File: config.mk
export PLATFORM = sky130hd
export DESIGN_NAME = rgbyuv_ram
export DESIGN_NICKNAME = d
export VERILOG_FILES = /design/src/rgbyuv_ram.sv
export SDC_FILE = /design/constraint.sdc
export NUM_CORES = 1
export LEC_CHECK = 0
export BUFFER_PORTS_ARGS = -buffer_cell sky130_fd_sc_hd__buf_2
export CAP_MARGIN = 30
export CORE_ASPECT_RATIO = 1.1
export CORE_MARGIN = 3
export CORE_UTILIZATION = 60
export DETAILED_ROUTE_END_ITERATION = 8
export GPL_TIMING_DRIVEN = 0
export HOLD_SLACK_MARGIN = 0.02
export PLACE_DENSITY = 0.78
export SLEW_MARGIN = 20
export SYNTH_ARGS = -nofsm -noshare
export SYNTH_HDL_FRONTEND = slang
export SYNTH_SLANG_ARGS = --single-unit
File: constraint.sdc
create_clock -name clk -period 2.2 [get_ports clk]
set_input_delay 0.44 -clock clk [delete_from_list [all_inputs] [get_ports clk]]
set_output_delay 0.44 -clock clk [all_outputs]
set_load 0.02 [all_outputs]
File: src/rgbyuv_ram.sv
// ----------------------------------------------------------------------------
// rgbyuv_ram
// Generic simple dual-port RAM: one write port, one read port with a
// registered read that updates only when the read is enabled.
// ----------------------------------------------------------------------------
module rgbyuv_ram #(
  parameter int WIDTH = 8,
  parameter int DEPTH = 16,
  localparam int AW   = (DEPTH > 1) ? $clog2(DEPTH) : 1
) (
  input  logic             clk,
  input  logic             we,
  input  logic [AW-1:0]    waddr,
  input  logic [WIDTH-1:0] wdata,
  input  logic             re,
  input  logic [AW-1:0]    raddr,
  output logic [WIDTH-1:0] rdata
);

  logic [WIDTH-1:0] mem [DEPTH];

  always_ff @(posedge clk) begin
    if (we) begin
      mem[waddr] <= wdata;
    end
    if (re) begin
      rdata <= mem[raddr];
    end
  end

endmodule

==> results of run 1 <==
==> routing by layer <==
| layer | GRT usage | up-vias | wire [um] | part of all wire |
|---|---|---|---|---|
| met3 | 0.0861 | 32 | 1040 | 0.10 |
| met4 | 0.112 | 0 | 394 | 0.038 |
| li1 | - | 1072 | - | - |
| met2 | 0.342 | 167 | 4910 | 0.48 |
| met5 | 0 | - | 0 | 0 |
| met1 | 0.323 | 1264 | 3930 | 0.38 |
==> Yosys cell counts (2+ instances only) <==
library cell,instances,area share
nand2_1,9,0.0065
buf_6,3,0.0065
nand3b_1,2,0.0029
nand2b_1,2,0.0024
buf_2,3,0.0029
nor3_1,4,0.0038
edfxtp_1,136,0.78
mux4_1,14,0.070
a22oi_1,16,0.023
nor2_1,13,0.0093
clkdlybuf4s25_2,3,0.0057
mux4_2,18,0.078
==> per-stage QoR <==
stage	setup slack, ns	hold WS [ns]	setup TNS, ns
final	0.571	0.260	0
after global routing	0.571	0.244	0
after CTS	0.564	0.245	0
after detailed placement	0.0686	0.755	0
after global placement	-0.273	0.733	-2.18
after floorplan	0.267	0.539	0
==> cells by family after synthesis <==
kind of cell | synth area share
DFF | 0.781
muxes | 0.148
and+or+nand+nor | 0.0314
buffers and inverters | 0.0165
AOI/OAI and AO/OA | 0.0230
==> placed cells by master, fill, tap and decap left out <==
master	count
a22oi_1	16
and2_1	1
and2b_1	1
buf_2	28
buf_4	1
buf_6	3
bufinv_16	2
clkbuf_16	16
clkbuf_8	1
clkdlybuf4s25_2	3
clkinv_2	4
clkinv_4	3
clkinvlp_4	4
edfxtp_1	136
inv_6	2
mux4_1	14
mux4_2	18
nand2_1	9
nand2b_1	2
nand3_1	1
nand3b_1	2
nor2_1	13
nor2b_1	1
nor3_2	4
or3b_2	1
==> state kept, by name, indices dropped and copies added, names as in the netlist <==
signal	cells
rdata	8
mem	128
==> area by class of cell <==
cell class / instances / area (um2)
buffer: 10 / 86.3
clock inverter: 15 / 154
clock buffer: 17 / 414
multi-input combinational: 83 / 1080
fill: 485 / 2330
tap: 111 / 139
sequential: 136 / 4080
timing repair buffer: 25 / 125
==> report_power, final <==
part	internal [mW]	switching [mW]	leakage (nW)
registers	2.92	0.0145	1.24
logic	0.113	0.179	0.523
clock network	1.61	1.06	0.270
total	4.64	1.25	2.03
==> how the worst max path moves through the flow <==
| stage | startpoint | to | slack [ns] | cells past startpoint |
|---|---|---|---|---|
| 2_1_floorplan | waddr[2] | mem[0][0]$_DFFE_PP_ | 0.27 | 2 |
| 6_report | mem[5][3]$_DFFE_PP_ | rdata[3]$_DFFE_PP_ | 0.57 | 3 |
| 4_1_cts | mem[5][3]$_DFFE_PP_ | rdata[3]$_DFFE_PP_ | 0.56 | 3 |
| 3_5_place_dp | waddr[2] | mem[3][1]$_DFFE_PP_ | 0.07 | 3 |
| 5_1_grt | waddr[2] | mem[3][6]$_DFFE_PP_ | 0.57 | 3 |
| 3_3_place_gp | waddr[2] | mem[0][1]$_DFFE_PP_ | -0.27 | 3 |
==> impl_metrics.toml, run 1 <==
[clock_tree]
cts_num_sinks = 136
cts_tree = "yes"
hold_buffers = 0
cts_root_buf = "clkbuf_8"
cts_buffers = 17
clk_latency_ns = 0.52
cts.clk_slew.worst_paths_ns = 0.06
cts_resized = 0
cts_buffer_depth = 2
cts_max_level = 4
cts_setup_buffers = 0

[pwr]
p_per_area_nw_per_um2 = 970
peakVddDrop_mv = 0.738
power_mw = 5.89
p_leak_nw = 2.03

[route]
post_drt_via_cell_ratio = 6.39
vias = 2535
routed_wl_um = 10300
post-route-drc-count = 0
drt_iter0_drc = 294
antenna_left = 0
drtPass1Iterations = 5
drt-wirelength-per-cell_um = 25.9

[placed_design]
place_congestion = 0.720
dp_hpwl_um = 6220
dpl.cell_count = 365
placed_area_um2 = 5510
io_buffer_count = 25

[die]
start_util = 0.622
die_area_um2 = 9870
die_h_um = 104
core_area_um2 = 8410
rows = 35
die_x_um = 95.0
ios = 27

[timing]
rsz0062_at_grt = "false"
setup_viol = 0
fin_skew_ns = 0.00652
relSlewSlack = 0.465
fin_crit_ns = 1.63
fmax_mhz = 614
worst_slew_pin_slew_ns = 0.800
period_share = 0.741
hold_viol = 0
final_max_slew_viol_count = 0

[critical_path]
arrival_ns = 1.90
path_class = "reg2reg"
reg2regPathDepth = 3
r2r_start = "mem[5][3]$_DFFE_PP_"
reg2reg_to = "rdata[3]$_DFFE_PP_"
start_kind = "flop"
critPathRequiredTime_ns = 2.47
slowest_stage = "mux4_1"
worstPathCellList = "mux4_1 > a22oi_1 > nand2_1"
crit_family = "multiplexers"
slowest_delay_ns = 0.61
cp_max_fo = 1
crit_path_end_kind = "flop"
ff2ff_setup_slack_ns = 0.57
critPathBufInv = 0

[synth]
synthFlopType = "edfxtp_1"
ys_async_sr_fraction = 0
synthCells = 229
synth.avg_cell_area_um2 = 22.8
ys_warn_count = 0
synth_seq_area_share = 0.781
synth-edff-count = 136
syn_area_um2 = 5230
syn_nets = 248
synth.distinct_cells = 18
synth-seq-cells = 136

[worst_hold_path]
hold_start = "re"
hold_class = "in2reg"
min_to = "rdata[3]$_DFFE_PP_"
holdPathStages = 1

[layout]
fin_util = 0.723
area_growth_pct = 16.3
fin_nets = 292
drive_above_1_share = 0.315
diodes = 0
stdcell_area_um2 = 6080
stdcell_count = 397

[run]
maxCapViolCount = 0

[grt]
grt_pass1_vias = 2572
track_usage = 0.236
globalRouteOverflowTotal = 0
grt_start_max_net_pins = 17
antenna_found_initial = 0
grt_pass1_wl_um = 15600

[run_status]
status = "finished, final reports clean"
Power figures use the tool's default switching activity.
==> inputs of run 2 (changes only) <==
clock period = 1.66 ns   (was 2.2 ns; I/O delays follow)
==> impl_metrics.toml, run 2 (same netlist as run 1, synthesis figures left out) <==
[clock_tree]
cts_buffers = 17
hold_buffers = 0
cts_tree = "yes"
clk_latency_ns = 0.51
cts_root_buf = "clkbuf_8"
cts_resized = 0
cts_num_sinks = 136
cts.clk_slew.worst_paths_ns = 0.06
cts_max_level = 4
cts_setup_buffers = 0
cts_buffer_depth = 2

[placed_design]
dpl.cell_count = 365
place_congestion = 0.698
io_buffer_count = 25
dp_hpwl_um = 5870
placed_area_um2 = 5510
pre_cts_ws_ns = -0.348

[route]
routed_wl_um = 9770
drtPass1Iterations = 7
vias = 2480
drt_iter0_drc = 346
antenna_left = 0
post_drt_via_cell_ratio = 6.25
post-route-drc-count = 0
drt-wirelength-per-cell_um = 24.6

[pwr]
p_leak_nw = 2.02
p_per_area_nw_per_um2 = 1250
peakVddDrop_mv = 0.837
power_mw = 7.54

[critical_path]
cp_max_fo = 1
crit_path_end_kind = "flop"
slowest_delay_ns = 0.55
worstPathCellList = "mux4_1 > a22oi_1 > nand2_1"
slowest_stage = "mux4_1"
critPathRequiredTime_ns = 1.92
start_kind = "flop"
reg2regPathDepth = 3
arrival_ns = 1.85
path_class = "reg2reg"

[layout]
largest_register_ffs = 128
layout_common_cells = "edfxtp_1 (136), buf_2 (28), mux4_2 (18)"
stdcell_area_um2 = 6040
drive_above_1_share = 0.304
diodes = 0
fillerInstances = 500
final_common_cell = "edfxtp_1"
stdcell_count = 397
fin_util = 0.718
largestRegisters = "mem: 128 flops, rdata: 8 flops"
area_growth_pct = 15.5
regMostFlops = "mem"
fin_nets = 292

[timing]
relSlewSlack = 0.471
setup_viol = 0
fin_crit_ns = 1.59
whs_ns = 0.158
period_share = 0.960
final_max_slew_viol_count = 0
worst_slew_pin_slew_ns = 0.791
fmax_mhz = 628
fin_skew_ns = 0.00511
rsz0062_at_grt = "false"
hold_viol = 0
setup_ws_ns = 0.0672
setup_tns_ns = 0

[grt]
grt_pass1_vias = 2567
grt_pass1_wl_um = 15100
track_usage = 0.223
grt_start_max_net_pins = 17
antenna_found_initial = 0
globalRouteOverflowTotal = 0

[die]
die_x_um = 95.0
start_util = 0.622
die_area_um2 = 9870
ios = 27
die_h_um = 104
core_area_um2 = 8410
rows = 35

[worst_hold_path]
holdPathStages = 1
hold_class = "in2reg"

[run_status]
status = "finished, final reports clean"

[run]
maxCapViolCount = 0
==> run 2: changes by cell type in the layout (fill, tap and decap cells not counted), sizes merged <==
cell	delta
clkinv	+5
bufinv	-1
clkinvlp	-2
inv	-2
==> run 2: final cells by class <==
type / count / area, um2 / share of cell area
clock inverter: 15 / 113 / 0.0186
buffer: 10 / 86.3 / 0.0143
sequential: 136 / 4080 / 0.676
clock buffer: 17 / 414 / 0.0686
multi-input combinational: 83 / 1080 / 0.178
tap: 111 / 139 / 0.0230
timing repair buffer: 25 / 125 / 0.0207
==> run 2: critical path: cells and delay by family (launching register included) <==
kind	cells	cell delay [ns]
AO/OA/AOI/OAI	1	0.32
flip-flops	1	0.36
multiplexers	1	0.55
AND/OR/NAND/NOR	1	0.10
==> run 2: metal layers <==
layer / vias up / global-route usage / part of all wire
li1: 1073 / - / -
met1: 1266 / 0.328 / 0.41
met2: 129 / 0.335 / 0.50
met3: 12 / 0.0630 / 0.080
met4: 0 / 0.0680 / 0.011
met5: - / 0 / 0
==> run 2: path summary, 6_finish.rpt <==
check	startpoint	end	slack [ns]
worst min-delay path	re	rdata[7]$_DFFE_PP_	0.16
worst max-delay path	mem[5][0]$_DFFE_PP_	rdata[0]$_DFFE_PP_	0.07
worst max register to register	mem[5][0]$_DFFE_PP_	rdata[0]$_DFFE_PP_	0.07
worst min register to register	mem[11][1]$_DFFE_PP_	rdata[1]$_DFFE_PP_	0.77
==> run 2: power breakdown <==
| group | total [mW] | internal (mW) | leakage, nW | switching, mW |
|---|---|---|---|---|
| sequential | 3.89 | 3.87 | 1.24 | 0.0176 |
| combinational | 0.381 | 0.150 | 0.523 | 0.231 |
| clock | 3.27 | 1.95 | 0.259 | 1.32 |
==> inputs of run 3 (changes only) <==
RECOVER_POWER = 50   (was unset)
==> impl_metrics.toml, run 3 (same netlist as run 1, synthesis figures left out) <==
[route]
antenna_left = 0
drtPass1Iterations = 5
drt-wirelength-per-cell_um = 24.5
drt_iter0_drc = 360
post-route-drc-count = 0
vias = 2467
post_drt_via_cell_ratio = 6.21
routed_wl_um = 9730

[timing]
rsz0062_at_grt = "false"
setup_ws_ns = 0.0806
fin_skew_ns = 0.00591
worst_slew_pin_slew_ns = 0.850
hold_viol = 0
period_share = 0.951
whs_ns = 0.244
final_max_slew_viol_count = 0
fin_crit_ns = 1.58
setup_tns_ns = 0
relSlewSlack = 0.433
fmax_mhz = 633
setup_viol = 0

[critical_path]
ff2ff_setup_slack_ns = 0.08
reg2regPathDepth = 3
start_kind = "flop"
worstPathCellList = "mux4_1 > a22oi_1 > nand2_1"
critPathRequiredTime_ns = 1.91
critPathBufInv = 0
cp_max_fo = 1
r2r_start = "mem[5][0]$_DFFE_PP_"
crit_family = "multiplexers"
slowest_delay_ns = 0.55
crit_path_end_kind = "flop"
arrival_ns = 1.83
slowest_stage = "mux4_1"
reg2reg_to = "rdata[0]$_DFFE_PP_"
path_class = "reg2reg"

[clock_tree]
cts_resized = 0
cts_num_sinks = 136
cts_buffer_depth = 2
clk_latency_ns = 0.51
cts_root_buf = "clkbuf_8"
cts.clk_slew.worst_paths_ns = 0.06
cts_max_level = 4
cts_setup_buffers = 0
cts_buffers = 17
cts_tree = "yes"
hold_buffers = 0

[grt]
antenna_found_initial = 0
grt_pass1_wl_um = 15100
track_usage = 0.223
grt_start_max_net_pins = 17
globalRouteOverflowTotal = 0
grt_pass1_vias = 2567

[placed_design]
io_buffer_count = 25
place_congestion = 0.698
pre_cts_ws_ns = -0.348
placed_area_um2 = 5510
dp_hpwl_um = 5870

[pwr]
peakVddDrop_mv = 0.846
p_leak_nw = 1.99
p_per_area_nw_per_um2 = 1250
power_mw = 7.53

[die]
die_area_um2 = 9870
die_h_um = 104
ios = 27
start_util = 0.622
rows = 35
die_x_um = 95.0
core_area_um2 = 8410

[layout]
final_common_cell = "edfxtp_1"
largest_register_ffs = 128
largestRegisters = "mem: 128 flops, rdata: 8 flops"
area_growth_pct = 15.3
stdcell_area_um2 = 6030
regMostFlops = "mem"
fillerInstances = 509
fin_nets = 292
diodes = 0
layout_common_cells = "edfxtp_1 (136), buf_2 (18), mux4_2 (18)"
drive_above_1_share = 0.269

[worst_hold_path]
hold_start = "re"
min_to = "rdata[3]$_DFFE_PP_"
hold_class = "in2reg"
holdPathStages = 1

[run_status]
status = "finished, final reports clean"

[run]
maxCapViolCount = 0
## run 3: where the power goes
group / total (mW) / internal [mW] / switching [mW]
Sequential: 3.89 / 3.87 / 0.0176
Combinational: 0.377 / 0.146 / 0.232
Clock: 3.26 / 1.95 / 1.31
## run 3: through the flow
step / utilization / instances
CTS: 0.718 / 397
global placement: 0.654 / 365
finish: 0.717 / 397
floorplan: - / 229
global route: 0.717 / 397
detailed placement: 0.656 / 365
## run 3: worst max-delay path by stage
stage / depth (start not counted) / to / start
floorplan: 5 / rdata[1]$_DFFE_PP_ / raddr[0]
global placement: 3 / mem[8][3]$_DFFE_PP_ / waddr[2]
detailed placement: 3 / mem[2][4]$_DFFE_PP_ / waddr[2]
CTS: 3 / rdata[0]$_DFFE_PP_ / mem[5][0]$_DFFE_PP_
global route: 3 / rdata[0]$_DFFE_PP_ / mem[5][0]$_DFFE_PP_
finish: 3 / rdata[0]$_DFFE_PP_ / mem[5][0]$_DFFE_PP_
## run 3: per-layer routing
| metal | global-route usage | routed length, um | part of all wire |
|---|---|---|---|
| met1 | 0.328 | 3970 | 0.41 |
| met2 | 0.335 | 4910 | 0.50 |
| met3 | 0.0630 | 780 | 0.080 |
| met4 | 0.0680 | 68 | 0.0070 |
| met5 | 0 | 0 | 0 |
## run 3: cell type report
cell class	instances	area, um2	share of cell area
well taps	111	139	0.0230
repair buffers	25	113	0.0187
flip-flops and latches	136	4080	0.678
clock inverters	15	113	0.0187
multi-input cells	83	1080	0.179
plain buffers	10	86.3	0.0143
clock buffers	17	414	0.0687
